`config.mk`:
```
export PLATFORM = sky130hd
export DESIGN_NAME = gtl_front
export DESIGN_NICKNAME = d
export VERILOG_FILES = /design/src/rtl/gtl_pkg.sv /design/src/rtl/gtl_front.sv
export SDC_FILE = /design/constraint.sdc
export NUM_CORES = 1
export LEC_CHECK = 0
export ABC_AREA = 1
export BUFFER_PORTS_ARGS = -buffer_cell sky130_fd_sc_hd__buf_2
export CORE_MARGIN = 2
export CORE_UTILIZATION = 50
export CTS_CLUSTER_SIZE = 24
export DETAILED_ROUTE_END_ITERATION = 12
export GPL_ROUTABILITY_DRIVEN = 0
export PLACE_DENSITY = 0.71
export SYNTH_ARGS = -nofsm -noshare
export SYNTH_HDL_FRONTEND = slang
export SYNTH_SLANG_ARGS = --single-unit
```
`constraint.sdc`:
```
create_clock -name i_clk -period 5.4 [get_ports i_clk]
set_input_delay 0 -clock i_clk [delete_from_list [all_inputs] [get_ports i_clk]]
set_output_delay 0 -clock i_clk [all_outputs]
set_load 0.01 [all_outputs]
```
`src/rtl/gtl_pkg.sv`:
```
// ============================================================================
// gtl_pkg - shared types and constants for the global-to-local index remap
// Extent packing, register indexes, status codes and pipeline beat types.
// ============================================================================
package gtl_pkg;

    localparam int MAX_DIMS    = 4;
    localparam int EXTENT_BITS = 8;
    localparam int POS_W       = 32;
    localparam int REG_W       = 32;
    localparam int DC_W        = 3;
    localparam int CFG_IDX_W   = 2;
    localparam int DIV_R       = 4;              // quotient bits per divider stage
    localparam int DIV_STAGES  = POS_W / DIV_R;
    localparam int SIZE_W      = POS_W + 1;      // mesh size saturates at 2^POS_W

    localparam logic [SIZE_W-1:0] SIZE_CAP = SIZE_W'(1) << POS_W;

    typedef enum logic [CFG_IDX_W-1:0] {
        CFG_DIM_COUNT      = 2'd0,
        CFG_GLOBAL_EXTENTS = 2'd1,
        CFG_LOCAL_EXTENTS  = 2'd2,
        CFG_LOCAL_ORIGIN   = 2'd3
    } t_cfg_idx;

    typedef enum logic [1:0] {
        ST_INSIDE  = 2'd0,
        ST_OUTSIDE = 2'd1,
        ST_BEYOND  = 2'd2,
        ST_BAD_BOX = 2'd3
    } t_status;

    typedef logic [EXTENT_BITS-1:0]              t_ext;
    typedef logic [MAX_DIMS-1:0][EXTENT_BITS-1:0] t_ext_arr;

    // Slot 0 is outermost; unused outer slots padded with extent 1, origin 0
    typedef struct packed {
        t_ext_arr g;
        t_ext_arr l;
        t_ext_arr o;
    } t_dims;

    typedef struct packed {
        logic             bad;
        logic [POS_W-1:0] pos;
    } t_item;

    typedef struct packed {
        logic             vld;
        logic             bad;
        logic [POS_W-1:0] pos;
        t_ext_arr         rm;
    } t_tag;

    typedef struct packed {
        logic             vld;
        logic             bad;
        logic             beyond;
        logic             outside;
        t_ext_arr         rm;
        logic [POS_W-1:0] c0;
        logic [POS_W-1:0] loc;
    } t_hor;

    function automatic t_dims dims_of(input logic [DC_W-1:0] dc,
                                      input logic [REG_W-1:0] ge,
                                      input logic [REG_W-1:0] le,
                                      input logic [REG_W-1:0] lo);
        t_dims r;
        int    n;
        int    sh;
        n = int'(dc);
        if (n == 0) n = 1;
        if (n > MAX_DIMS) n = MAX_DIMS;
        for (int s = 0; s < MAX_DIMS; s++) begin
            sh = (MAX_DIMS - 1 - s) * EXTENT_BITS;
            if (s < MAX_DIMS - n) begin
                r.g[s] = t_ext'(1);
                r.l[s] = t_ext'(1);
                r.o[s] = '0;
            end else begin
                r.g[s] = t_ext'(ge >> sh);
                r.l[s] = t_ext'(le >> sh);
                r.o[s] = t_ext'(lo >> sh);
            end
        end
        return r;
    endfunction

endpackage

```
`src/rtl/gtl_front.sv`:
```
// ============================================================================
// gtl_front - accepts positions, flags a bad box, queues beats
// Also keeps the saturating mesh size up to date from the configuration.
// ============================================================================
module gtl_front (
    input  logic                      i_clk,
    input  logic                      i_rst_n,
    input  logic                      i_start,
    input  logic [gtl_pkg::POS_W-1:0] i_pos,
    input  gtl_pkg::t_dims            i_dims,
    output logic                      o_busy,
    output logic                      o_vld,
    output gtl_pkg::t_item            o_item,
    output logic [gtl_pkg::SIZE_W-1:0] o_size
);

    gtl_pkg::t_item r_q [0:1];
    logic           r_wp, r_rp;
    logic [1:0]     r_cnt, n_cnt;
    logic           push, pop, bad;

    // box must fit the mesh in every slot
    always_comb begin
        bad = 1'b0;
        for (int s = 0; s < gtl_pkg::MAX_DIMS; s++) begin
            if (({1'b0, i_dims.o[s]} + {1'b0, i_dims.l[s]}) > {1'b0, i_dims.g[s]}) begin
                bad = 1'b1;
            end
        end
    end

    assign o_busy = (r_cnt == 2'd2);
    assign push   = i_start && !o_busy;
    assign pop    = (r_cnt != 2'd0);      // back end takes a beat every cycle
    assign o_vld  = pop;
    assign o_item = r_q[r_rp];

    always_comb begin
        n_cnt = r_cnt;
        if (push && !pop) begin
            n_cnt = r_cnt + 2'd1;
        end else if (pop && !push) begin
            n_cnt = r_cnt - 2'd1;
        end
    end

    always_ff @(posedge i_clk) begin
        if (!i_rst_n) begin
            r_wp  <= 1'b0;
            r_rp  <= 1'b0;
            r_cnt <= '0;
        end else begin
            r_cnt <= n_cnt;
            if (push) r_wp <= !r_wp;
            if (pop)  r_rp <= !r_rp;
        end
        if (push) begin
            r_q[r_wp] <= '{bad: bad, pos: i_pos};
        end
    end

    // mesh size, one extent per register
    logic [gtl_pkg::SIZE_W-1:0] w_size [0:gtl_pkg::MAX_DIMS];
    assign w_size[0] = gtl_pkg::SIZE_W'(1);

    for (genvar s = 0; s < gtl_pkg::MAX_DIMS; s++) begin : g_size
        logic [gtl_pkg::SIZE_W-1:0]                      r_size, n_size;
        logic [gtl_pkg::SIZE_W+gtl_pkg::EXTENT_BITS-1:0] prod;

        always_comb begin
            prod = (gtl_pkg::SIZE_W+gtl_pkg::EXTENT_BITS)'(w_size[s])
                 * (gtl_pkg::SIZE_W+gtl_pkg::EXTENT_BITS)'(i_dims.g[s]);
            if (prod > (gtl_pkg::SIZE_W+gtl_pkg::EXTENT_BITS)'(gtl_pkg::SIZE_CAP)) begin
                n_size = gtl_pkg::SIZE_CAP;
            end else begin
                n_size = prod[gtl_pkg::SIZE_W-1:0];
            end
        end

        always_ff @(posedge i_clk) begin
            r_size <= n_size;
        end

        assign w_size[s+1] = r_size;
    end

    assign o_size = w_size[gtl_pkg::MAX_DIMS];

endmodule

```
==> impl_metrics.ini <==
[synth]
warning_count_from_the_yosys_run = 0
synth_top_family_by_area = adder cells
synthDistinctLibCells = 46
post_synth_and_or_nand_nor_area_fraction = 0.1885
post_synthesis_xor_xnor_area_fraction = 0.02378
synth_cells = 2835
compound_gate_portion_of_the_synthesized_area = 0.04434
syn_avg_cell_area_sq_um = 7.664
synth.cell_area_sq_um = 21730
synth_fp_nets = 3473
post_synthesis_sequential_area_ratio = 0.1760
post_synth_fa_ha_maj_area_fraction = 0.3928
post_synth_mux_area_share = 0.01710
number_of_register_bits_inferred_by_synthesis = 158

[worst_hold_path]
hold-path-cell-count = 4
worstHoldPathType = primary input to register
hold_end = g_size[1].r_size[1]
hold_wc_startpoint = i_dims[73]

[timing]
final_min_period_over_clock_period = 0.9311
report.final.setup_viol = 0
fmaxAchievable_ghz = 0.1989
skew_ns = 0.01858
rsz0062_at_grt = false
worstMarginPinSlew_ns = 0.8538
final_hold_fails = 0
final-max-slew-violation-count = 0
layout_min_cycle_time_ns = 5.028
max-slew-margin-rel = 0.4302
timing.setup.tns_ns = 0

[drt]
detailedRoute.firstIterationViolations = 899
drt-wirelength-per-cell_um = 13.80
routed_via_density = 4.861
postRouteWirelength_um = 49570
route.antenna.remaining_nets = 0
drt_first_pass_iters = 5
post-route-drc-count = 0
route.vias.total = 17470

[job]
timing.max_cap.violations = 0

[setup_path]
cp-start-kind = register
rrSetupSlack_ns = 0.37
required_ns = 5.74
critical_path_cell_list = nand2_1, fa_1, inv_1, fa_1, fa_1, inv_1, fa_1, inv_1, ha_1, nand2_1, nor2_1, inv_1, o21bai_2, nand2_1, nand3_1, a21oi_1, or2_1, nand2_1, nand2_1, nand2_2, buf_12, nor2_1
cpPeakStageDelay_ns = 0.58
rr_endpoint = o_size[1]
slowest_stage = sky130_fd_sc_hd__fa_1
critical_path_peak_fanout = 32
critical_path.endpoint_type = register
reg2regPathDepth = 22
r2r-start = g_size[2].r_size[17]
arrival_ns = 5.37
timing_worst_setup_path_type = register to register
critPathMostFrequentCell = sky130_fd_sc_hd__nand2_1

[clock_tree]
tritoncts = built
root_driver = sky130_fd_sc_hd__clkbuf_16
cts_inserted_buffers = 17
htree_num_levels = 4
post_cts_buffers = 0
clock_path_buffers = 2
insertion_delay_ns = 0.45
clkSlewWorstSetupHoldPaths_ns = 0.08
cts_num_sinks = 158

[floorplan]
rows = 76
die_h_um = 212.5
die_area_sq_um = 45140
die_width_um = 212.5
io_pins = 199
core_area_sq_um = 42980
start_util = 0.5055

[final_layout]
fillCellCount = 3985
drive_gt1_frac = 0.1117
layout-area-overhead-vs-synth_pct = 11.11
num_antenna_cells = 0
layout.core_utilization = 0.5617
nNetsFinal = 3633

[grt]
grt_use_total = 0.2297
grt_first_pass_wirelength_um = 83950
grt_start_max_net_pins = 33
grt_antenna_before_repair = 0
via_count_of_the_first_global_routing_pass = 18210
grt_overflow = 0

[run_status]
run_status = complete, no violations

[place]
hpwl_um = 40920
placement.io_buffers = 198
==> synth_stat cells (all sizes together) <==
| library cell | instances | area, sq um |
|---|---|---|
| nand3b | 15 | 112.6 |
| and2 | 2 | 12.52 |
| nand2 | 774 | 2935 |
| a221oi | 1 | 8.760 |
| a21oi | 104 | 524.3 |
| clkbuf | 83 | 335.3 |
| o221a | 1 | 11.26 |
| o31ai | 1 | 7.510 |
| edfxtp | 66 | 1982 |
| ha | 215 | 2690 |
| o21bai | 7 | 56.30 |
| o21ai | 41 | 205.2 |
| or2 | 2 | 15.02 |
| xor2 | 33 | 289.0 |
| a21boi | 3 | 22.52 |
| dfxtp | 92 | 1842 |
| xnor2 | 26 | 227.7 |
| o2111ai | 1 | 8.760 |
| nor4 | 1 | 6.260 |
| inv | 790 | 2965 |
| a21o | 4 | 30.03 |
| buf | 26 | 120.1 |
| nor2 | 126 | 553.0 |
| a211oi | 2 | 15.01 |
| o41ai | 1 | 8.760 |
| or4 | 1 | 7.510 |
| mux2 | 33 | 371.6 |
| o22ai | 2 | 12.51 |
| nand4 | 15 | 93.84 |
| o211ai | 2 | 15.01 |
| fa | 292 | 5846 |
| nand3 | 53 | 290.3 |
| a31oi | 6 | 37.54 |
| nor3 | 14 | 70.07 |
==> stage by stage <==
stage	instances	setup slack [ns]	hold slack [ns]	cell area, sq um
4_1_cts	3593	0.3593	0.01001	24140
3_3_place_gp	3519	0.3886	0.1285	23110
3_5_place_dp	3519	0.3220	0.1274	23110
2_1_floorplan	2835	0.7662	0.02772	21730
5_1_grt	3593	0.01964	0.06539	24140
6_report	3593	0.3718	0.04833	24140
==> flip-flops by register name, summed over array words and instances (netlist names), named ones only <==
name and count:
r_cnt 2, r_wp 1, r_q 66, r_rp 1, g_size.r_size 54, o_size 33
==> layout by cell type, fill, tap and decap left out, types with 5 or more instances in the layout <==
| cell | synthesis | final |
|---|---|---|
| sky130_fd_sc_hd__inv_1 | 787 | 787 |
| sky130_fd_sc_hd__nand2_1 | 762 | 762 |
| sky130_fd_sc_hd__fa_1 | 292 | 292 |
| sky130_fd_sc_hd__ha_1 | 215 | 215 |
| sky130_fd_sc_hd__buf_2 | 0 | 198 |
| sky130_fd_sc_hd__a21oi_1 | 103 | 103 |
| sky130_fd_sc_hd__nor2_1 | 94 | 92 |
| sky130_fd_sc_hd__dfxtp_1 | 92 | 87 |
| sky130_fd_sc_hd__edfxtp_1 | 66 | 66 |
| sky130_fd_sc_hd__nand3_1 | 48 | 48 |
| sky130_fd_sc_hd__dlygate4sd3_1 | 0 | 42 |
| sky130_fd_sc_hd__o21ai_0 | 40 | 40 |
| sky130_fd_sc_hd__nor2_2 | 32 | 34 |
| sky130_fd_sc_hd__xor2_1 | 33 | 33 |
| sky130_fd_sc_hd__mux2_2 | 33 | 33 |
| sky130_fd_sc_hd__xnor2_1 | 26 | 26 |
| sky130_fd_sc_hd__clkbuf_16 | 0 | 17 |
| sky130_fd_sc_hd__nand3b_1 | 15 | 15 |
| sky130_fd_sc_hd__nand4_1 | 15 | 15 |
| sky130_fd_sc_hd__nor3_1 | 14 | 14 |
| sky130_fd_sc_hd__nand2_2 | 12 | 12 |
| sky130_fd_sc_hd__inv_8 | 0 | 7 |
| sky130_fd_sc_hd__buf_4 | 0 | 7 |
| sky130_fd_sc_hd__o21bai_1 | 6 | 6 |
| sky130_fd_sc_hd__a31oi_1 | 6 | 6 |
| sky130_fd_sc_hd__nand3_2 | 5 | 5 |
| sky130_fd_sc_hd__dfxtp_2 | 0 | 5 |
==> worst max-delay path: cells and delay by family, from the launching register on <==
family          cells  cell delay [ns]
fa+ha+maj           5             2.47
buf+inv             5             0.45
flops               1             0.53
simple gates       10             1.12
compound gates      2             0.29
==> layout make-up <==
type / instances / area, sq um / area share
flip-flops and latches: 158 / 3830 / 0.1586
well taps: 585 / 732.0 / 0.03032
clock inverters: 15 / 177.7 / 0.007359
inverters: 790 / 2965 / 0.1228
clock buffers: 17 / 425.4 / 0.01762
repair buffers: 250 / 1524 / 0.06312
multi-input cells: 1778 / 14490 / 0.6001
==> worst max path at each step <==
stage	startpoint	endpoint	slack [ns]	cells after the start
after floorplan	i_dims[91]	o_size[7]	0.77	24
after global placement	i_dims[91]	o_size[1]	0.39	23
after detailed placement	i_dims[94]	o_size[0]	0.32	28
after CTS	g_size[2].r_size[15]	o_size[0]	0.36	25
after global routing	g_size[2].r_size[14]	o_size[0]	0.02	24
final	g_size[2].r_size[17]	o_size[1]	0.37	22
==> what timing repair did <==
item                                    in CTS  in global routing
hold buffers                                42                  0
hold endpoints to repair                    79                  0
gates resized for setup                      0                  5
endpoints found under the setup margin       0                  2
==> metal layers <==
metal	routed length [um]	global-route usage	up-vias
li1	-	-	8610
met1	20500	0.2812	8339
met2	25440	0.4117	438
met3	2525	0.03279	79
met4	1102	0.08223	0
met5	0	0	-
==> kinds of logic (layout without fill, tap and decap cells) <==
family                   Yosys count  after routing
multiplexers                      33             33
AO/OA/AOI/OAI                    176            176
buffers and inverters            899           1072
flip-flops                       158            158
XOR/XNOR                          59             59
adder cells (fa/ha/maj)          507            507
AND/OR/NAND/NOR                 1003           1003
Power is left out: the tool's default activity adds up to more than one toggle a clock period on the data nets, which glitch-free logic cannot reach.
