**src/rtl/gtl_pkg.sv**
```systemverilog
// ============================================================================
// gtl_pkg - shared types and constants for the global-to-local index remap
// Extent packing, register indexes, status codes and pipeline beat types.
// ============================================================================
package gtl_pkg;

    localparam int MAX_DIMS    = 4;
    localparam int EXTENT_BITS = 8;
    localparam int POS_W       = 32;
    localparam int REG_W       = 32;
    localparam int DC_W        = 3;
    localparam int CFG_IDX_W   = 2;
    localparam int DIV_R       = 4;              // quotient bits per divider stage
    localparam int DIV_STAGES  = POS_W / DIV_R;
    localparam int SIZE_W      = POS_W + 1;      // mesh size saturates at 2^POS_W

    localparam logic [SIZE_W-1:0] SIZE_CAP = SIZE_W'(1) << POS_W;

    typedef enum logic [CFG_IDX_W-1:0] {
        CFG_DIM_COUNT      = 2'd0,
        CFG_GLOBAL_EXTENTS = 2'd1,
        CFG_LOCAL_EXTENTS  = 2'd2,
        CFG_LOCAL_ORIGIN   = 2'd3
    } t_cfg_idx;

    typedef enum logic [1:0] {
        ST_INSIDE  = 2'd0,
        ST_OUTSIDE = 2'd1,
        ST_BEYOND  = 2'd2,
        ST_BAD_BOX = 2'd3
    } t_status;

    typedef logic [EXTENT_BITS-1:0]              t_ext;
    typedef logic [MAX_DIMS-1:0][EXTENT_BITS-1:0] t_ext_arr;

    // Slot 0 is outermost; unused outer slots padded with extent 1, origin 0
    typedef struct packed {
        t_ext_arr g;
        t_ext_arr l;
        t_ext_arr o;
    } t_dims;

    typedef struct packed {
        logic             bad;
        logic [POS_W-1:0] pos;
    } t_item;

    typedef struct packed {
        logic             vld;
        logic             bad;
        logic [POS_W-1:0] pos;
        t_ext_arr         rm;
    } t_tag;

    typedef struct packed {
        logic             vld;
        logic             bad;
        logic             beyond;
        logic             outside;
        t_ext_arr         rm;
        logic [POS_W-1:0] c0;
        logic [POS_W-1:0] loc;
    } t_hor;

    function automatic t_dims dims_of(input logic [DC_W-1:0] dc,
                                      input logic [REG_W-1:0] ge,
                                      input logic [REG_W-1:0] le,
                                      input logic [REG_W-1:0] lo);
        t_dims r;
        int    n;
        int    sh;
        n = int'(dc);
        if (n == 0) n = 1;
        if (n > MAX_DIMS) n = MAX_DIMS;
        for (int s = 0; s < MAX_DIMS; s++) begin
            sh = (MAX_DIMS - 1 - s) * EXTENT_BITS;
            if (s < MAX_DIMS - n) begin
                r.g[s] = t_ext'(1);
                r.l[s] = t_ext'(1);
                r.o[s] = '0;
            end else begin
                r.g[s] = t_ext'(ge >> sh);
                r.l[s] = t_ext'(le >> sh);
                r.o[s] = t_ext'(lo >> sh);
            end
        end
        return r;
    endfunction

endpackage

```
**src/rtl/gtl_div.sv**
```systemverilog
// ============================================================================
// gtl_div - pipelined restoring divider, position by one extent
// DIV_R quotient bits per stage; sideband beat travels alongside.
// ============================================================================
module gtl_div (
    input  logic                     i_clk,
    input  logic                     i_rst_n,
    input  gtl_pkg::t_tag            i_tag,
    input  logic [gtl_pkg::POS_W-1:0] i_num,
    input  gtl_pkg::t_ext            i_den,
    output gtl_pkg::t_tag            o_tag,
    output logic [gtl_pkg::POS_W-1:0] o_quo,
    output gtl_pkg::t_ext            o_rem
);

    gtl_pkg::t_tag             w_tag [0:gtl_pkg::DIV_STAGES];
    logic [gtl_pkg::POS_W-1:0] w_num [0:gtl_pkg::DIV_STAGES];
    gtl_pkg::t_ext             w_rem [0:gtl_pkg::DIV_STAGES];
    gtl_pkg::t_ext             w_den [0:gtl_pkg::DIV_STAGES];

    assign w_tag[0] = i_tag;
    assign w_num[0] = i_num;
    assign w_rem[0] = '0;
    assign w_den[0] = i_den;

    for (genvar k = 0; k < gtl_pkg::DIV_STAGES; k++) begin : g_stg
        gtl_pkg::t_tag             r_tag;
        logic [gtl_pkg::POS_W-1:0] r_num, n_num;
        gtl_pkg::t_ext             r_rem, n_rem;
        gtl_pkg::t_ext             r_den;

        always_comb begin : p_step
            logic [gtl_pkg::EXTENT_BITS:0]   wide;
            gtl_pkg::t_ext                   rem;
            logic [gtl_pkg::POS_W-1:0]       num;
            rem = w_rem[k];
            num = w_num[k];
            for (int b = 0; b < gtl_pkg::DIV_R; b++) begin
                wide = {rem, num[gtl_pkg::POS_W-1-(k*gtl_pkg::DIV_R+b)]};
                if (wide >= {1'b0, w_den[k]}) begin
                    wide = wide - {1'b0, w_den[k]};
                    num[gtl_pkg::POS_W-1-(k*gtl_pkg::DIV_R+b)] = 1'b1;
                end else begin
                    num[gtl_pkg::POS_W-1-(k*gtl_pkg::DIV_R+b)] = 1'b0;
                end
                rem = wide[gtl_pkg::EXTENT_BITS-1:0];
            end
            n_num = num;
            n_rem = rem;
        end

        always_ff @(posedge i_clk) begin
            if (!i_rst_n) begin
                r_tag.vld <= 1'b0;
            end else begin
                r_tag <= w_tag[k];
            end
            r_num <= n_num;
            r_rem <= n_rem;
            r_den <= w_den[k];
        end

        assign w_tag[k+1] = r_tag;
        assign w_num[k+1] = r_num;
        assign w_rem[k+1] = r_rem;
        assign w_den[k+1] = r_den;
    end

    assign o_tag = w_tag[gtl_pkg::DIV_STAGES];
    assign o_quo = w_num[gtl_pkg::DIV_STAGES];
    assign o_rem = w_rem[gtl_pkg::DIV_STAGES];

endmodule

```
**src/rtl/gtl_back.sv**
```systemverilog
// ============================================================================
// gtl_back - splits position into coordinates and builds the local index
// Divider chain innermost first, then one Horner step per dimension.
// ============================================================================
module gtl_back (
    input  logic                       i_clk,
    input  logic                       i_rst_n,
    input  logic                       i_vld,
    input  gtl_pkg::t_item             i_item,
    input  gtl_pkg::t_dims             i_dims,
    input  logic [gtl_pkg::SIZE_W-1:0] i_size,
    output logic                       o_done,
    output logic [1:0]                 o_status,
    output logic [gtl_pkg::POS_W-1:0]  o_local
);

    gtl_pkg::t_tag             c_tag [0:gtl_pkg::MAX_DIMS-1];
    logic [gtl_pkg::POS_W-1:0] c_num [0:gtl_pkg::MAX_DIMS-1];

    assign c_tag[0] = '{vld: i_vld, bad: i_item.bad, pos: i_item.pos, rm: '0};
    assign c_num[0] = i_item.pos;

    // divider j peels slot MAX_DIMS-1-j
    for (genvar j = 0; j < gtl_pkg::MAX_DIMS - 1; j++) begin : g_div
        gtl_pkg::t_tag             d_tag;
        logic [gtl_pkg::POS_W-1:0] d_quo;
        gtl_pkg::t_ext             d_rem;

        gtl_div u_div (
            .i_clk   (i_clk),
            .i_rst_n (i_rst_n),
            .i_tag   (c_tag[j]),
            .i_num   (c_num[j]),
            .i_den   (i_dims.g[gtl_pkg::MAX_DIMS-1-j]),
            .o_tag   (d_tag),
            .o_quo   (d_quo),
            .o_rem   (d_rem)
        );

        always_comb begin
            c_tag[j+1] = d_tag;
            c_tag[j+1].rm[gtl_pkg::MAX_DIMS-1-j] = d_rem;
        end
        assign c_num[j+1] = d_quo;
    end

    gtl_pkg::t_hor h [0:gtl_pkg::MAX_DIMS];

    assign h[0] = '{vld:     c_tag[gtl_pkg::MAX_DIMS-1].vld,
                    bad:     c_tag[gtl_pkg::MAX_DIMS-1].bad,
                    beyond:  ({1'b0, c_tag[gtl_pkg::MAX_DIMS-1].pos} >= i_size),
                    outside: 1'b0,
                    rm:      c_tag[gtl_pkg::MAX_DIMS-1].rm,
                    c0:      c_num[gtl_pkg::MAX_DIMS-1],
                    loc:     '0};

    for (genvar s = 0; s < gtl_pkg::MAX_DIMS; s++) begin : g_hor
        gtl_pkg::t_hor r_hor, n_hor;

        always_comb begin : p_hor
            logic [gtl_pkg::POS_W-1:0] crd;
            logic [gtl_pkg::POS_W-1:0] org;
            logic [gtl_pkg::POS_W:0]   hi;
            crd = (s == 0) ? h[s].c0 : gtl_pkg::POS_W'(h[s].rm[s]);
            org = gtl_pkg::POS_W'(i_dims.o[s]);
            hi  = (gtl_pkg::POS_W+1)'(i_dims.o[s]) + (gtl_pkg::POS_W+1)'(i_dims.l[s]);
            n_hor         = h[s];
            n_hor.outside = h[s].outside || (crd < org) || ({1'b0, crd} >= hi);
            n_hor.loc     = h[s].loc * gtl_pkg::POS_W'(i_dims.l[s]) + (crd - org);
        end

        always_ff @(posedge i_clk) begin
            if (!i_rst_n) begin
                r_hor.vld <= 1'b0;
            end else begin
                r_hor <= n_hor;
            end
        end

        assign h[s+1] = r_hor;
    end

    logic                      r_done;
    logic [1:0]                r_status;
    logic [gtl_pkg::POS_W-1:0] r_local;
    gtl_pkg::t_status          st;

    always_comb begin
        if (h[gtl_pkg::MAX_DIMS].bad) begin
            st = gtl_pkg::ST_BAD_BOX;
        end else if (h[gtl_pkg::MAX_DIMS].beyond) begin
            st = gtl_pkg::ST_BEYOND;
        end else if (h[gtl_pkg::MAX_DIMS].outside) begin
            st = gtl_pkg::ST_OUTSIDE;
        end else begin
            st = gtl_pkg::ST_INSIDE;
        end
    end

    always_ff @(posedge i_clk) begin
        if (!i_rst_n) begin
            r_done <= 1'b0;
        end else begin
            r_done <= h[gtl_pkg::MAX_DIMS].vld;
        end
        r_status <= st;
        r_local  <= (st == gtl_pkg::ST_INSIDE) ? h[gtl_pkg::MAX_DIMS].loc : '0;
    end

    assign o_done   = r_done;
    assign o_status = r_status;
    assign o_local  = r_local;

endmodule

```
**config.mk**
```make
export PLATFORM = sky130hd
export DESIGN_NAME = gtl_back
export DESIGN_NICKNAME = d
export VERILOG_FILES = /design/src/rtl/gtl_pkg.sv /design/src/rtl/gtl_div.sv /design/src/rtl/gtl_back.sv
export SDC_FILE = /design/constraint.sdc
export NUM_CORES = 2
export LEC_CHECK = 0
export BUFFER_PORTS_ARGS = -buffer_cell sky130_fd_sc_hd__buf_4
export CAP_MARGIN = 20
export CORE_UTILIZATION = 50
export CTS_CLUSTER_SIZE = 14
export DETAILED_ROUTE_END_ITERATION = 10
export PLACE_DENSITY = 0.78
export SETUP_SLACK_MARGIN = 0.15
export SYNTH_ARGS = -nofsm -noshare
export SYNTH_HDL_FRONTEND = slang
export SYNTH_SLANG_ARGS = --single-unit
```
**constraint.sdc**
```tcl
create_clock -name i_clk -period 10.2 [get_ports i_clk]
set_clock_uncertainty 0.15 [all_clocks]
set_input_delay 1.02 -clock i_clk [delete_from_list [all_inputs] [get_ports i_clk]]
set_output_delay 1.02 -clock i_clk [all_outputs]
set_load 0.02 [all_outputs]
```
==> metrics.yaml <==
global_route.overflow_total: 0
syn_to_final_growth_pct: 11.6
synth_common_cells: "sky130_fd_sc_hd__inv_1, sky130_fd_sc_hd__dfxtp_1, sky130_fd_sc_hd__edfxtp_1"
detail_route.iter0.violations: 5075
critPathMaxFanout: 12
critical_path.n_buffers_inverters: 3
yosys.cell_count.top_type: "sky130_fd_sc_hd__inv_1"
critical-path-max-stage-delay_ns: 0.61
vias: 79600
tritoncts: "built"
critical_path.top_delay_family: "compound AO/OA/AOI/OAI gates"
seq_area_frac_synth_pct: 47.4
synthesis.yosys.warnings: 0
cell_row_count: 182
tightest_slew_ns: 1.03
hold_violations: 0
placer_s_final_routability_congestion_estimate: 0.916
finalNetCount: 13200
synth-edff-count: 1172
io_pins: 200
finalSetupTns_ns: 0
placement.cell_area_sq_um: 130000
worst_skew_pair_later_pin_latency_ns: 0.89
yosys_reg_bits: 2363
number_of_antenna_violations_at_the_first_check_in_global_routing: 12
worst_ep_arrival_time_ns: 10.13
cts_buffers: 233
cp_slowest_cell: "sky130_fd_sc_hd__dfxtp_1"
layout.core_utilization_pct: 56.3
netlist-cell-type-count: 92
grt_use_total_pct: 20.1
wire_per_inst_um: 16.8
ys_async_sr_fraction_pct: 0
drt.antenna.violating_nets: 0
path_common_cell: "sky130_fd_sc_hd__o21ai_0"
post-dp-hpwl_mm: 190
clk_transition_reported_paths_ns: 0.06
crit_path_start_kind: "register"
rsz0062_at_grt: "false"
netlist.top_cell.by_area: "sky130_fd_sc_hd__edfxtp_1"
postSynthAreaPerCell_sq_um: 11.3
first_global_vias: 82000
clock_path_buffers: 3
finalWorstPathRequiredPeriod_ns: 9.55
floorplan.die.width_um: 501
crit_path_end_kind: "register"
timing_worst_setup_path_type: "reg -> reg"
fp.dieH_um: 501
wire_length_of_the_first_global_routing_pass_mm: 413
achievable-frequency_mhz: 105
place.port_buffers: 191
synthCells: 11000
ys.flop_type: "sky130_fd_sc_hd__dfxtp_1"
final_cycle_utilization_of_the_critical_path_pct: 93.6
layout-drive-gt1-share_pct: 9.47
mappedNetlistArea_sq_um: 125000
setup_violations: 0
ff2ff_setup_slack_ns: 0.65
fp.dieArea_sq_um: 251000
cts-htree-levels: 4
syn-num-nets: 12800
hp-class: "in -> reg"
max_slew_margin_pct: 31.4
synthTopCellsByArea: "sky130_fd_sc_hd__edfxtp_1, sky130_fd_sc_hd__dfxtp_1, sky130_fd_sc_hd__fa_1"
stdcell_area_sq_um: 139000
number_of_max_capacitance_violations_reported: 0
drt_pre_antenna_iters: 6
remaining_drc_errors: 0
run_status: "complete, no violations"
placeable_core_area_sq_um: 247000
clock_tree.root_cell: "sky130_fd_sc_hd__clkbuf_16"
final_max_slew_viol_count: 0
netlist.area_leader.share_pct: 28.3
grt_start_max_net_pins: 177
drt-total-wl_mm: 251
via_per_inst: 5.33
clock_sinks: 2363
fillerInstances: 20400
start_util_pct: 50.5
cp.required_ns: 10.77
-- per-layer routing --
metal / vias up / routed length, um / track usage, %
li1: 38500 / - / -
met4: 10 / 8220 / 7.20
met2: 2067 / 119000 / 33.9
met1: 38500 / 111000 / 26.3
met3: 524 / 12900 / 2.96
met5: - / 72 / 0
-- cell families (layout without fill, tap and decap cells) --
kind of cell | after synthesis | after routing | share of synthesized area, %
and+or+nand+nor | 2487 | 2487 | 9.92
DFF | 2363 | 2363 | 47.4
AOI/OAI and AO/OA | 1870 | 1870 | 9.55
adders and majority gates | 1661 | 1661 | 20.7
buffers and inverters | 1619 | 2242 | 4.88
xor gates and xnor gates | 643 | 643 | 4.52
other | 0 | 11 | 0
muxes | 353 | 353 | 3.09
-- path summary, 6_finish.rpt --
kind | cells after the start | startpoint | to
hold reg to reg | 0 | g_div[1].u_div.g_stg[6].r_num[16]$_DFF_P_ | g_div[1].u_div.o_quo[16]$_DFF_P_
hold / removal | 1 | i_item[12] | g_div[0].u_div.g_stg[0].r_num[12]$_DFF_P_
setup / recovery | 39 | g_div[2].u_div.g_stg[2].r_den[1]$_DFF_P_ | g_div[2].u_div.g_stg[3].r_rem[1]$_DFF_P_
setup reg to reg | 39 | g_div[2].u_div.g_stg[2].r_den[1]$_DFF_P_ | g_div[2].u_div.g_stg[3].r_rem[1]$_DFF_P_
-- flip-flops by register name (all words and copies together), names as in the netlist, 24 cells and up --
register,flops
o_local,32
g_hor.r_hor,192
g_div.u_div.o_tag,126
g_div.u_div.g_stg.r_rem,168
g_div.u_div.g_stg.r_tag,882
g_div.u_div.o_quo,96
g_div.u_div.g_stg.r_num,672
g_div.u_div.g_stg.r_den,168
g_div.u_div.o_rem,24
-- layout by cell type (no fill, tap or decap), types with 34 or more instances in the layout --
master                      instances
sky130_fd_sc_hd__inv_1           1462
sky130_fd_sc_hd__dfxtp_1         1185
sky130_fd_sc_hd__edfxtp_1        1172
sky130_fd_sc_hd__ha_1            1002
sky130_fd_sc_hd__nand2_1          777
sky130_fd_sc_hd__fa_1             659
sky130_fd_sc_hd__a21oi_1          529
sky130_fd_sc_hd__o21ai_0          440
sky130_fd_sc_hd__nor2_1           434
sky130_fd_sc_hd__xnor2_1          389
sky130_fd_sc_hd__and2_1           370
sky130_fd_sc_hd__buf_4            297
sky130_fd_sc_hd__xor2_1           254
sky130_fd_sc_hd__mux2_2           243
sky130_fd_sc_hd__clkbuf_16        241
sky130_fd_sc_hd__a21o_1           221
sky130_fd_sc_hd__nor2b_1          176
sky130_fd_sc_hd__nor3_1           142
sky130_fd_sc_hd__nand2b_1         118
sky130_fd_sc_hd__nand3_1          115
sky130_fd_sc_hd__mux2i_1          106
sky130_fd_sc_hd__nand4_1          100
sky130_fd_sc_hd__o21a_1            95
sky130_fd_sc_hd__o21bai_1          66
sky130_fd_sc_hd__a21boi_0          59
sky130_fd_sc_hd__and3_1            53
sky130_fd_sc_hd__or3_1             48
sky130_fd_sc_hd__a211oi_1          46
sky130_fd_sc_hd__a31oi_1           44
sky130_fd_sc_hd__clkbuf_1          44
sky130_fd_sc_hd__clkinv_2          43
sky130_fd_sc_hd__or2_2             42
sky130_fd_sc_hd__o31ai_1           39
sky130_fd_sc_hd__o221ai_1          36
sky130_fd_sc_hd__a221o_1           34
-- what timing repair did --
item | in CTS | in global routing
hold endpoints to repair | 11 | 0
setup buffers | 0 | 14
hold buffers | 11 | 0
endpoints found under the setup margin | 0 | 170
resized for setup | 0 | 94
-- metrics by stage --
step | hold WS [ns] | cells | setup WS (ns)
final | 0.0872 | 14900 | 0.649
after global routing | 0.0148 | 14900 | 0.0662
after CTS | 0.000416 | 14900 | 0.218
after detailed placement | 0.162 | 14500 | 0.296
after global placement | 0.160 | 14500 | 0.386
after floorplan | 0.160 | 11000 | 1.12
-- area by class of cell --
class,count,area (sq um),area share (%)
Clock buffer,318,6630,4.77
Clock inverter,128,1400,1.01
Antenna cell,11,27.5,0.0198
Sequential cell,2363,59000,42.5
Multi-Input combinational cell,7014,59700,43.0
Tap cell,3312,4140,2.98
Timing Repair Buffer,314,2470,1.77
Inverter,1482,5570,4.00
Power is not shown: default switching activity piles up to over one toggle a cycle in this logic, so the estimate is an artifact.
